**src/design/sha256_pkg.sv**
```systemverilog
// Package with SHA-256 constants, types and round functions.
package sha256_pkg;

	localparam int unsigned BlockBytes = 64;
	localparam int unsigned Rounds     = 64;
	localparam int unsigned LenOffset  = 56;
	localparam logic [7:0]  PadByte    = 8'h80;

	typedef logic [31:0] word_t;

	typedef enum logic [2:0] {
		ST_IDLE,
		ST_PAD,
		ST_LOAD,
		ST_COMP,
		ST_ADD,
		ST_OUT
	} state_t;

	// Handshake from the sequencer to the round unit, and status back.
	typedef struct packed {
		logic start;
	} comp_ctrl_t;

	typedef struct packed {
		logic busy;
		logic done;
	} comp_stat_t;

	function automatic word_t round_k(input logic [5:0] t);
		word_t k;
		case (t)
			6'd0: k = 32'h428a2f98; 6'd1: k = 32'h71374491;
			6'd2: k = 32'hb5c0fbcf; 6'd3: k = 32'he9b5dba5;
			6'd4: k = 32'h3956c25b; 6'd5: k = 32'h59f111f1;
			6'd6: k = 32'h923f82a4; 6'd7: k = 32'hab1c5ed5;
			6'd8: k = 32'hd807aa98; 6'd9: k = 32'h12835b01;
			6'd10: k = 32'h243185be; 6'd11: k = 32'h550c7dc3;
			6'd12: k = 32'h72be5d74; 6'd13: k = 32'h80deb1fe;
			6'd14: k = 32'h9bdc06a7; 6'd15: k = 32'hc19bf174;
			6'd16: k = 32'he49b69c1; 6'd17: k = 32'hefbe4786;
			6'd18: k = 32'h0fc19dc6; 6'd19: k = 32'h240ca1cc;
			6'd20: k = 32'h2de92c6f; 6'd21: k = 32'h4a7484aa;
			6'd22: k = 32'h5cb0a9dc; 6'd23: k = 32'h76f988da;
			6'd24: k = 32'h983e5152; 6'd25: k = 32'ha831c66d;
			6'd26: k = 32'hb00327c8; 6'd27: k = 32'hbf597fc7;
			6'd28: k = 32'hc6e00bf3; 6'd29: k = 32'hd5a79147;
			6'd30: k = 32'h06ca6351; 6'd31: k = 32'h14292967;
			6'd32: k = 32'h27b70a85; 6'd33: k = 32'h2e1b2138;
			6'd34: k = 32'h4d2c6dfc; 6'd35: k = 32'h53380d13;
			6'd36: k = 32'h650a7354; 6'd37: k = 32'h766a0abb;
			6'd38: k = 32'h81c2c92e; 6'd39: k = 32'h92722c85;
			6'd40: k = 32'ha2bfe8a1; 6'd41: k = 32'ha81a664b;
			6'd42: k = 32'hc24b8b70; 6'd43: k = 32'hc76c51a3;
			6'd44: k = 32'hd192e819; 6'd45: k = 32'hd6990624;
			6'd46: k = 32'hf40e3585; 6'd47: k = 32'h106aa070;
			6'd48: k = 32'h19a4c116; 6'd49: k = 32'h1e376c08;
			6'd50: k = 32'h2748774c; 6'd51: k = 32'h34b0bcb5;
			6'd52: k = 32'h391c0cb3; 6'd53: k = 32'h4ed8aa4a;
			6'd54: k = 32'h5b9cca4f; 6'd55: k = 32'h682e6ff3;
			6'd56: k = 32'h748f82ee; 6'd57: k = 32'h78a5636f;
			6'd58: k = 32'h84c87814; 6'd59: k = 32'h8cc70208;
			6'd60: k = 32'h90befffa; 6'd61: k = 32'ha4506ceb;
			6'd62: k = 32'hbef9a3f7; default: k = 32'hc67178f2;
		endcase
		return k;
	endfunction

	function automatic word_t init_h(input logic [2:0] i);
		word_t h;
		case (i)
			3'd0: h = 32'h6a09e667; 3'd1: h = 32'hbb67ae85;
			3'd2: h = 32'h3c6ef372; 3'd3: h = 32'ha54ff53a;
			3'd4: h = 32'h510e527f; 3'd5: h = 32'h9b05688c;
			3'd6: h = 32'h1f83d9ab; default: h = 32'h5be0cd19;
		endcase
		return h;
	endfunction

	function automatic word_t ror(input word_t x, input int unsigned n);
		return (x >> n) | (x << (32 - n));
	endfunction

endpackage

```
**src/design/sha256_stream_if.sv**
```systemverilog
// Valid/ready stream interface with a generic payload.
interface sha256_stream_if #(
	parameter int unsigned W = 8
) ();
	logic         valid;
	logic         ready;
	logic [W-1:0] payload;

	modport source (output valid, output payload, input ready);
	modport sink (input valid, input payload, output ready);
endinterface

```
**src/design/sha256_round.sv**
```systemverilog
// Round unit: message schedule window and one compression round per cycle.
module sha256_round (
	input  logic                      clk,
	input  logic                      arst_n,
	input  sha256_pkg::comp_ctrl_t    ctrl,
	input  logic [511:0]              block,
	input  sha256_pkg::word_t [7:0]   h_in,
	output sha256_pkg::comp_stat_t    stat,
	output sha256_pkg::word_t [7:0]   v_out
);
	sha256_pkg::word_t [15:0] w_q;
	sha256_pkg::word_t [7:0]  v_q;
	logic [5:0]               t_q;
	logic                     busy_q;
	logic                     done_q;

	sha256_pkg::word_t w_new, s0, s1, big0, big1, chs, mj, t1, t2, wt;

	always_comb begin
		wt   = w_q[0];
		s0   = sha256_pkg::ror(w_q[1], 7) ^ sha256_pkg::ror(w_q[1], 18) ^ (w_q[1] >> 3);
		s1   = sha256_pkg::ror(w_q[14], 17) ^ sha256_pkg::ror(w_q[14], 19)
		       ^ (w_q[14] >> 10);
		w_new = w_q[0] + s0 + w_q[9] + s1;
		big1 = sha256_pkg::ror(v_q[4], 6) ^ sha256_pkg::ror(v_q[4], 11)
		       ^ sha256_pkg::ror(v_q[4], 25);
		chs  = (v_q[4] & v_q[5]) ^ (~v_q[4] & v_q[6]);
		t1   = v_q[7] + big1 + chs + sha256_pkg::round_k(t_q) + wt;
		big0 = sha256_pkg::ror(v_q[0], 2) ^ sha256_pkg::ror(v_q[0], 13)
		       ^ sha256_pkg::ror(v_q[0], 22);
		mj   = (v_q[0] & v_q[1]) ^ (v_q[0] & v_q[2]) ^ (v_q[1] & v_q[2]);
		t2   = big0 + mj;
	end

	always_ff @(posedge clk or negedge arst_n) begin
		if (!arst_n) begin
			busy_q <= 1'b0;
			done_q <= 1'b0;
			t_q    <= '0;
		end else begin
			done_q <= 1'b0;
			if (ctrl.start) begin
				busy_q <= 1'b1;
				t_q    <= '0;
			end else if (busy_q) begin
				t_q <= t_q + 6'd1;
				if (t_q == 6'(sha256_pkg::Rounds - 1)) begin
					busy_q <= 1'b0;
					done_q <= 1'b1;
				end
			end
		end
	end

	// Word 0 of the window is the current round's schedule word.
	always_ff @(posedge clk) begin
		if (ctrl.start) begin
			for (int i = 0; i < 16; i++) begin
				w_q[i] <= block[511-32*i -: 32];
			end
			v_q <= h_in;
		end else if (busy_q) begin
			for (int i = 0; i < 15; i++) begin
				w_q[i] <= w_q[i+1];
			end
			w_q[15] <= w_new;
			v_q <= {v_q[6:4], v_q[3] + t1, v_q[2:0], t1 + t2};
		end
	end

	assign stat.busy = busy_q;
	assign stat.done = done_q;
	assign v_out     = v_q;

	a_done_once: assert property (@(posedge clk) disable iff (!arst_n)
		done_q |=> !done_q) else $error("done held two cycles");
	a_no_start_busy: assert property (@(posedge clk) disable iff (!arst_n)
		busy_q |-> !ctrl.start) else $error("start while busy");
	a_done_end: assert property (@(posedge clk) disable iff (!arst_n)
		done_q |-> !busy_q && $past(busy_q)) else $error("done without rounds");
endmodule

```
**src/design/sha256_stream_hasher_top.sv**
```systemverilog
// Top level: byte gathering, padding sequencer, hash state and digest output.
//
// Channel | Dir | Payload
// in_ch   | in  | {message_end, has_byte, data_byte}
// out_ch  | out | {last_word, word_index, digest_word}
//
// The 64th byte of a block loads the round unit in the next cycle, which runs
// 64 rounds and raises done, and then the ADD state adds into the hash words.
// A message end pads before each padding compression, runs one or two of
// them, then shows the eight digest words, one per taken transaction. Input is
// not ready during compression or output. Reset is asynchronous and restores
// the initial hash.
module sha256_stream_hasher_top (
	input logic                clk,
	input logic                arst_n,
	sha256_stream_if.sink      in_ch,
	sha256_stream_if.source    out_ch
);
	sha256_pkg::state_t       state_q, state_d;
	sha256_pkg::word_t [7:0]  h_q;
	sha256_pkg::word_t        buf_q [16];
	logic [5:0]               fill_q;
	logic [63:0]              len_q;
	logic                     final_q;   // compression in flight is the last one
	logic                     second_q;  // padding needs another block after this
	logic [2:0]               oidx_q;
	logic [511:0]             block;
	sha256_pkg::comp_ctrl_t   cctrl;
	sha256_pkg::comp_stat_t   cstat;
	sha256_pkg::word_t [7:0]  v;

	logic [7:0]  d_byte;
	logic        d_has, d_end, acc;

	assign d_byte = in_ch.payload[7:0];
	assign d_has  = in_ch.payload[8];
	assign d_end  = in_ch.payload[9];
	assign acc    = in_ch.valid && in_ch.ready;

	always_comb begin
		for (int i = 0; i < 16; i++) begin
			block[511-32*i -: 32] = buf_q[i];
		end
	end

	sha256_round u_round (
		.clk   (clk),
		.arst_n(arst_n),
		.ctrl  (cctrl),
		.block (block),
		.h_in  (h_q),
		.stat  (cstat),
		.v_out (v)
	);

	always_ff @(posedge clk or negedge arst_n) begin
		if (!arst_n) state_q <= sha256_pkg::ST_IDLE;
		else         state_q <= state_d;
	end

	// The round unit loads from the LOAD state, which follows the last buffer write.
	always_comb begin
		state_d     = state_q;
		cctrl.start = 1'b0;
		in_ch.ready = 1'b0;
		case (state_q)
			sha256_pkg::ST_IDLE: begin
				in_ch.ready = 1'b1;
				if (acc) begin
					if (d_has && fill_q == 6'd63) begin
						state_d = sha256_pkg::ST_LOAD;
					end else if (d_end) begin
						state_d = sha256_pkg::ST_PAD;
					end
				end
			end
			sha256_pkg::ST_PAD: begin
				state_d = sha256_pkg::ST_LOAD;
			end
			sha256_pkg::ST_LOAD: begin
				cctrl.start = 1'b1;
				state_d = sha256_pkg::ST_COMP;
			end
			sha256_pkg::ST_COMP: begin
				if (cstat.done) state_d = sha256_pkg::ST_ADD;
			end
			sha256_pkg::ST_ADD: begin
				if (second_q)     state_d = sha256_pkg::ST_PAD;
				else if (final_q) state_d = sha256_pkg::ST_OUT;
				else              state_d = sha256_pkg::ST_IDLE;
			end
			sha256_pkg::ST_OUT: begin
				if (out_ch.ready && oidx_q == 3'd7) state_d = sha256_pkg::ST_IDLE;
			end
			default: state_d = sha256_pkg::ST_IDLE;
		endcase
	end

	// Control registers.
	always_ff @(posedge clk or negedge arst_n) begin
		if (!arst_n) begin
			fill_q   <= '0;
			len_q    <= '0;
			final_q  <= 1'b0;
			second_q <= 1'b0;
			oidx_q   <= '0;
			for (int i = 0; i < 8; i++) h_q[i] <= sha256_pkg::init_h(3'(i));
		end else begin
			case (state_q)
				sha256_pkg::ST_IDLE: begin
					if (acc) begin
						if (d_has) begin
							fill_q <= fill_q + 6'd1;
							len_q  <= len_q + 64'd8;
						end
						if (d_end) begin
							final_q <= !(d_has && fill_q == 6'd63);
							second_q <= 1'b0;
						end else begin
							final_q <= 1'b0;
						end
						// A full block with end pending pads after that compression.
						if (d_end && d_has && fill_q == 6'd63) second_q <= 1'b1;
					end
				end
				sha256_pkg::ST_PAD: begin
					// Pad byte lands at fill; length fits if fill stays below 56.
					if (!final_q) begin
						final_q  <= 1'b1;
						second_q <= 1'b0;
					end else if (fill_q >= 6'(sha256_pkg::LenOffset)) begin
						second_q <= 1'b1;
					end else begin
						second_q <= 1'b0;
					end
					fill_q <= '0;
				end
				sha256_pkg::ST_ADD: begin
					for (int i = 0; i < 8; i++) h_q[i] <= h_q[i] + v[i];
					if (!final_q && second_q) begin
						// Full block was last data; padding goes in an empty block.
						final_q  <= 1'b1;
						second_q <= 1'b0;
						fill_q   <= '0;
					end
				end
				sha256_pkg::ST_OUT: begin
					if (out_ch.ready) begin
						oidx_q <= oidx_q + 3'd1;
						if (oidx_q == 3'd7) begin
							fill_q   <= '0;
							len_q    <= '0;
							final_q  <= 1'b0;
							second_q <= 1'b0;
							for (int i = 0; i < 8; i++) h_q[i] <= sha256_pkg::init_h(3'(i));
						end
					end
				end
				default: ;
			endcase
		end
	end

	// Pad pass tracks whether the 0x80 byte has already been placed.
	logic pad_done_q;
	always_ff @(posedge clk or negedge arst_n) begin
		if (!arst_n) begin
			pad_done_q <= 1'b0;
		end else if (state_q == sha256_pkg::ST_PAD) begin
			pad_done_q <= 1'b1;
		end else if (state_q == sha256_pkg::ST_OUT) begin
			pad_done_q <= 1'b0;
		end
	end

	// Block buffer: byte writes, and in ST_PAD a padding fill of the bytes from fill upward.
	always_ff @(posedge clk) begin
		if (state_q == sha256_pkg::ST_IDLE && acc && d_has) begin
			buf_q[fill_q[5:2]][{~fill_q[1:0], 3'b111} -: 8] <= d_byte;
		end else if (state_q == sha256_pkg::ST_PAD) begin
			for (int w = 0; w < 16; w++) begin
				for (int j = 0; j < 4; j++) begin
					if (6'(4*w+j) > fill_q || (6'(4*w+j) == fill_q && pad_done_q)) begin
						buf_q[w][31-8*j -: 8] <= 8'h00;
					end
					if (6'(4*w+j) == fill_q && !pad_done_q && !(fill_q == 6'd0
					    && !final_q && second_q)) begin
						buf_q[w][31-8*j -: 8] <= sha256_pkg::PadByte;
					end
				end
			end
			if (pad_done_q || fill_q < 6'(sha256_pkg::LenOffset)) begin
				buf_q[14] <= len_q[63:32];
				buf_q[15] <= len_q[31:0];
			end
		end
	end

	assign out_ch.valid   = (state_q == sha256_pkg::ST_OUT);
	assign out_ch.payload = {oidx_q == 3'd7, oidx_q, h_q[oidx_q]};

	a_in_out_excl: assert property (@(posedge clk) disable iff (!arst_n)
		!(in_ch.ready && out_ch.valid)) else $error("input open during output");
	a_out_wrap: assert property (@(posedge clk) disable iff (!arst_n)
		out_ch.valid && out_ch.ready && oidx_q == 3'd7 |=> state_q == sha256_pkg::ST_IDLE)
		else $error("digest did not finish");
	a_pad_start: assert property (@(posedge clk) disable iff (!arst_n)
		state_q == sha256_pkg::ST_PAD |-> ##2 cstat.busy) else $error("pad did not compress");
endmodule

```
**src/flat_wrapper.sv**
```systemverilog
// flat-port wrapper written by rule: the top's interface ports become plain ports
module sha256_stream_hasher_top_flat 
  (clk, arst_n, in_ch_valid, in_ch_payload, in_ch_ready, out_ch_valid, out_ch_payload, out_ch_ready);
  sha256_stream_if #(.W(10)) in_ch_i ();
  sha256_stream_if #(.W(36)) out_ch_i ();
  input logic clk;
  input logic arst_n;
  input wire logic [$bits(in_ch_i.valid)-1:0] in_ch_valid;
  input wire logic [$bits(in_ch_i.payload)-1:0] in_ch_payload;
  output wire logic [$bits(in_ch_i.ready)-1:0] in_ch_ready;
  output wire logic [$bits(out_ch_i.valid)-1:0] out_ch_valid;
  output wire logic [$bits(out_ch_i.payload)-1:0] out_ch_payload;
  input wire logic [$bits(out_ch_i.ready)-1:0] out_ch_ready;
  assign in_ch_i.valid = in_ch_valid;
  assign in_ch_i.payload = in_ch_payload;
  assign in_ch_ready = in_ch_i.ready;
  assign out_ch_valid = out_ch_i.valid;
  assign out_ch_payload = out_ch_i.payload;
  assign out_ch_i.ready = out_ch_ready;
  sha256_stream_hasher_top u_core (.clk(clk), .arst_n(arst_n), .in_ch(in_ch_i), .out_ch(out_ch_i));
endmodule
```
**config.mk**
```make
export PLATFORM = sky130hd
export DESIGN_NAME = sha256_stream_hasher_top_flat
export DESIGN_NICKNAME = d
export VERILOG_FILES = /design/src/design/sha256_pkg.sv /design/src/design/sha256_stream_if.sv /design/src/design/sha256_round.sv /design/src/design/sha256_stream_hasher_top.sv /design/src/flat_wrapper.sv
export SDC_FILE = /design/constraint.sdc
export NUM_CORES = 2
export LEC_CHECK = 0
export BUFFER_PORTS_ARGS = -buffer_cell sky130_fd_sc_hd__buf_2
export CORE_UTILIZATION = 25
export CTS_BUF_LIST = sky130_fd_sc_hd__clkbuf_4 sky130_fd_sc_hd__clkbuf_8
export DETAILED_ROUTE_END_ITERATION = 7
export SLEW_MARGIN = 20
export SYNTH_ARGS = -nofsm -noshare
export SYNTH_HDL_FRONTEND = slang
export SYNTH_SLANG_ARGS = --single-unit
export TNS_END_PERCENT = 100
```
**constraint.sdc**
```tcl
create_clock -name clk -period 25.4 [get_ports clk]
set_input_delay 2.54 -clock clk [delete_from_list [all_inputs] [get_ports clk]]
set_output_delay 2.54 -clock clk [all_outputs]
set_load 0.1 [all_outputs]
```
# [Word level (Yosys, flattened, before mapping)]
# Memories as Yosys holds them, arrays and structs flattened.
# Index checks and enable logic that the tools add are counted.
[classes] add_sub_neg=23 n_lt_le_gt_ge=67 n_eq_ne=80 shift=2 n_mux=646 bitwise_logic=100 reduce_logical=286
[op_table] operator="2-to-1 mux 256 bit" n=4
[op_table] operator="2-to-1 mux 512 bit" n=2
[op_table] operator="adder 32 bit" n=18
[op_table] operator="2-to-1 mux 8 bit" n=72
[op_table] operator="2-to-1 mux 1 bit" n=538
[op_table] operator="case mux 256 bit (2 select lines)" n=1
[op_table] operator="XOR 32 bit" n=9
[op_table] operator="2-to-1 mux 64 bit" n=4
[op_table] operator="logical AND 1 bit" n=202
[op_table] operator="== test 6 bit, first input constant" n=32
[op_table] operator="> comparator 6 bit, first input constant" n=32
[op_table] operator="AND 32 bit" n=5
[op_table] operator="2-to-1 mux 32 bit" n=4
[op_table] operator="case mux 64 bit (2 select lines)" n=1
[op_table] operator="binary-select mux 32 bit (select 3 bit)" n=1
[op_table] operator="== test 5 x 6 -> 1 bit, first input constant" n=16
[op_table] operator="> comparator 5 x 6 -> 1 bit, first input constant" n=16
[op_table] operator="bitwise OR 1 bit" n=72
[op_table] operator="logical OR 1 bit" n=65
[op_table] operator="adder 64 x 4 -> 64 bit, second input constant" n=1
[op_table] operator="== test 4 x 6 -> 1 bit, first input constant" n=8
[op_table] operator="> comparator 4 x 6 -> 1 bit, first input constant" n=8
[op_table] operator="2-to-1 mux 6 bit" n=7
[op_table] operator="variable shift 8 x 7 -> 39 bit, first input constant" n=1
[op_table] operator="50 further kinds" n=85
[word_totals] ff_bits=1111 mem_bits_rw=512 mem_bits_ro=2048 output_inout_bits=38 word_cells=1248 n_memories=2
[memory_table] name="(no name shown)" words=64 width=32 rd=1 rd_clocked_by_memory_dff=0 wr=0 line="sha256_pkg.sv:32" rtl="case (t)"
[memory_table] name="u_core.buf_q" words=16 width=32 rd=16 rd_clocked_by_memory_dff=0 wr=16 line="sha256_stream_hasher_top.sv:21" rtl="sha256_pkg::word_t buf_q [16];"

# [Depth between registers and ports, before layout]
[depth] depth_word=12 depth_mapped=38

# [Cells and area by module]
# A second synthesis with hierarchy kept.
[hier_totals] cells_unflattened=9380 hier_area_um2=95816.9
[by_module_without_submodules] mod="sha256_round" instances=1 cells_each=3911 area_per_inst_um2=48773.0 seq_area_each_um2=23262.3
[by_module_without_submodules] mod="sha256_stream_hasher_top" instances=1 cells_each=5469 area_per_inst_um2=47043.9 seq_area_each_um2=19919.1

# [Worst setup path after synthesis]
# Ideal clock, no wire load.
[synth_timing] path_kind="register to register" start="register u_core.u_round.busy_q" end="register u_core.u_round.v_q, in the netlist u_core.u_round.v_out[0], enable pin" t_arrival_ns=18.813 path_slack_ns=5.309 path_stages_with_launch=3 n_path_buf=1 synth_period_minus_slack_ns=20.091 cell_sequence="dfrtp_1 buf_1 nand2b_1"
[synth_between] elab_chain_len=1
[synth_lines] item="start, declared" line="sha256_round.sv:14" rtl="logic busy_q;"
[synth_lines] item="start signal, assigned" line="sha256_round.sv:37" rtl="busy_q <= 1'b0;"
[synth_lines] item="start signal, assigned" line="sha256_round.sv:43" rtl="busy_q <= 1'b1;"
[synth_lines] item="start signal, assigned" line="sha256_round.sv:48" rtl="busy_q <= 1'b0;"
[synth_lines] item="nonzero test 2 bit (no source line)"
[synth_lines] item="end signal, assigned" line="sha256_round.sv:61" rtl="v_q <= h_in;"
[synth_lines] item="end signal, assigned" line="sha256_round.sv:67" rtl="v_q <= {v_q[6:4], v_q[3] + t1, v_q[2:0], t1 + t2};"
[synth_lines] item="end, declared" line="sha256_round.sv:12" rtl="sha256_pkg::word_t [7:0] v_q;"
# No other way between the ends.
# A chain may end at the register's enable or synchronous reset.

# [Final worst setup path]
[layout_timing] start="register u_core.u_round.t_q[0]" end="register u_core.u_round.v_q, in the netlist u_core.u_round.v_out[31] (data pin)"
[layout_between] elab_chain_len=6
[layout_lines] item="start, declared" line="sha256_round.sv:13" rtl="logic [5:0] t_q;"
[layout_lines] item="start signal, assigned" line="sha256_round.sv:46" rtl="t_q <= t_q + 6'd1;"
[layout_lines] item="memory read (64 x 32 bit)"
[layout_lines] item="adder 32 bit (2 in series)" line="sha256_round.sv:28" rtl="t1 = v_q[7] + big1 + chs + sha256_pkg::round_k(t_q) + wt;"
[layout_lines] item="adder 32 bit" line="sha256_round.sv:67"
[layout_lines] item="2-to-1 mux 256 bit" line="sha256_round.sv:62" rtl="end else if (busy_q) begin"
[layout_lines] item="2-to-1 mux 256 bit" line="sha256_round.sv:57" rtl="if (ctrl.start) begin"
# No other way between the ends. The select of a mux whose other input is x is not followed.

==> impl_metrics.yaml <==
critical_path:
  end_kind: "register"
  cpMaxStageDelayCell: "dfrtp_1"
  worstSetupPathType: "reg -> reg"
  critPathArrivalTime_ns: 10.14
  crit_required_ns: 26.12
  crit_path_max_incr_delay_ns: 0.78
  start_kind: "register"
  path_max_fanout: 20
logic_synthesis:
  synthArstFlopShare_pct: 21.0
  netlist.area_leader.share_pct: 28.2
  synth_seq_cells: 1620
  netlist_area_um2: 94500
  ys_warn_count: 0
  yosysUniqueCellTypes: 100
  ys.flop_type: "edfxtp_1"
  yosysTopAreaCell: "edfxtp_1"
  synth.most_common_cell: "nand2_1"
  yosys-top-cells-area: "edfxtp_1, nand2_1, dfxtp_1"
  syn_nets: 11121
  yosysSeqAreaShare_pct: 45.7
  synth_edf_count: 887
  synth_common_cells: "nand2_1, nor2_1, a21oi_1"
  syn_inst: 10512
  syn_avg_cell_area_um2: 8.99
global_routing:
  grt_pass1_vias: 71575
  antenna_found_initial: 28
  grt_start_max_net_pins: 175
  grt_remaining_overflow: 0
  grt_pass1_wl_um: 482000
  grtUsageTotal_pct: 16.7
clock_network:
  cts_resized: 0
  cts_tree: "yes"
  cts_sinks: 1620
  htreeDepth: 5
  clkLatencyLatePin_ns: 1.02
  clock_path_buffers: 4
  cts_hold_buf: 0
  clk_root_buffer_cell: "clkbuf_8"
  cts.clk_slew.worst_paths_ns: 0.06
  cts_setup_buffers: 0
  cts_made_buffers: 290
floorplan:
  die_w_um: 617
  coreArea_um2: 376000
  die_area_um2: 380000
  start_util_pct: 25.1
  die_height_um: 617
  row_count: 225
  num_io_pins: 52
timing:
  setup_tns_ns: 0
  tightest_slew_ns: 1.21
  period_minus_slack_ns: 9.42
  setup_viol: 0
  period_share_pct: 37.1
  clock.fmax_mhz: 106
  finClkSkew_ns: 0.161
  final_hold_viol_count: 0
  final_max_slew_viol_count: 0
  slew_headroom_pct: 19.1
  rsz0062_at_grt: "false"
  finalWorstSetupSlack_ns: 15.98
drt:
  drt_first_iter_violations: 8226
  drt-pass1-iter-count: 8
  wl_per_cell_um: 21.0
  ant_nets: 0
  route.detailed.drc: 2
  viasPerCell: 4.92
  routed_wl_um: 329000
  vias: 76894
outcome:
  violations: "DRC"
  outcome: "complete, but fails checks"
place:
  post-place-ws_ns: 16.12
  dp_hpwl_um: 236000
  portBuffers: 51
  gp_congestion: 0.973
cells_and_area:
  layout-drive-gt1-share_pct: 9.08
  areaGrowthSynthToFinish_pct: 11.9
  final_nets: 11006
  postLayoutCoreUtil_pct: 28.1
  fill_cells: 39827
min_path:
  hold_class: "reg -> reg"
flow_run:
  maxCapViolCount: 0
## layout make-up
cell class	count	area, µm²	area share, %
antenna	5	12.5	0.0118
clock buffer	457	5480	5.19
clock inverter	71	453	0.428
inverter	361	1360	1.28
multi-input combinational	7990	48000	45.4
sequential	1620	43200	40.9
tap	4994	6250	5.91
timing repair buffer	134	971	0.918
## worst paths after layout
check / to / start / depth (start not counted) / slack, ns
setup / recovery: u_core.u_round.v_out[31] / u_core.u_round.t_q[0] / 33 / 15.98
hold / removal: u_core.u_round.w_q[205] / u_core.buf_q[6][13] / 2 / 0.45
setup reg to reg: u_core.u_round.v_out[31] / u_core.u_round.t_q[0] / 33 / 15.98
hold reg to reg: u_core.u_round.w_q[205] / u_core.buf_q[6][13] / 2 / 0.45
max in group asynchronous: u_core.len_q[30] / arst_n / 5 / 21.41
min in group asynchronous: u_core.h_q[62] / arst_n / 1 / 1.55
## worst max-delay path, delay by kind of cell (launching register included)
| kind | cells | cell delay (ns) |
|---|---|---|
| compound gates | 15 | 3.12 |
| fa+ha+maj | 6 | 2.70 |
| simple gates | 6 | 1.17 |
| flops | 1 | 0.78 |
| xor+xnor | 2 | 0.69 |
| buf+inv | 3 | 0.45 |
| mux | 1 | 0.26 |
## cells by family after synthesis
group / Yosys count / share of synthesized area [%]
fa+ha+maj: 617 / 9.66
xor+xnor: 634 / 5.89
simple gates: 4406 / 18.8
flops: 1620 / 45.7
mux: 141 / 2.48
compound gates: 2192 / 13.8
buf+inv: 902 / 3.59
## flip-flops by register name (all words and copies together), names as in the netlist
name and cells:
u_core.state_q 3, u_core.u_round.done_q 1, u_core.pad_done_q 1, u_core.fill_q 6
u_core.u_round.w_q 480, u_core.buf_q 512, u_core.u_round.v_out 256, u_core.final_q 1
u_core.u_round.t_q 6, u_core.h_q 256, u_core.u_round.wt 32, u_core.u_round.busy_q 1
u_core.oidx_q 3, u_core.len_q 61, u_core.second_q 1
## placed cells by master (no fill, tap or decap), types with 328 or more instances in the layout
cell type	count
dfxtp_1	393
inv_1	358
ha_1	400
xnor2_1	354
nand2_1	2555
edfxtp_1	887
clkbuf_8	328
o21ai_0	387
a21oi_1	919
nor2_1	1297
## per-stage QoR
step / hold WS, ns / std cells / area, µm²
6_report: 0.453 / 15632 / 106000
5_1_grt: 0.500 / 15628 / 106000
4_1_cts: 0.437 / 15626 / 106000
3_5_place_dp: 0.474 / 15098 / 99700
3_3_place_gp: 0.465 / 15098 / 99700
2_1_floorplan: 0.454 / 10512 / 94500
## metal layers
layer	track usage (%)	up-vias	share of wire (%)
met5	0	-	0.056
met2	25.5	3096	44
met4	6.19	26	4.0
li1	-	35744	-
met1	23.1	37382	44
met3	3.32	646	8.5
Power is not shown: default switching activity piles up to over one toggle a cycle in this logic, so the estimate is an artifact.
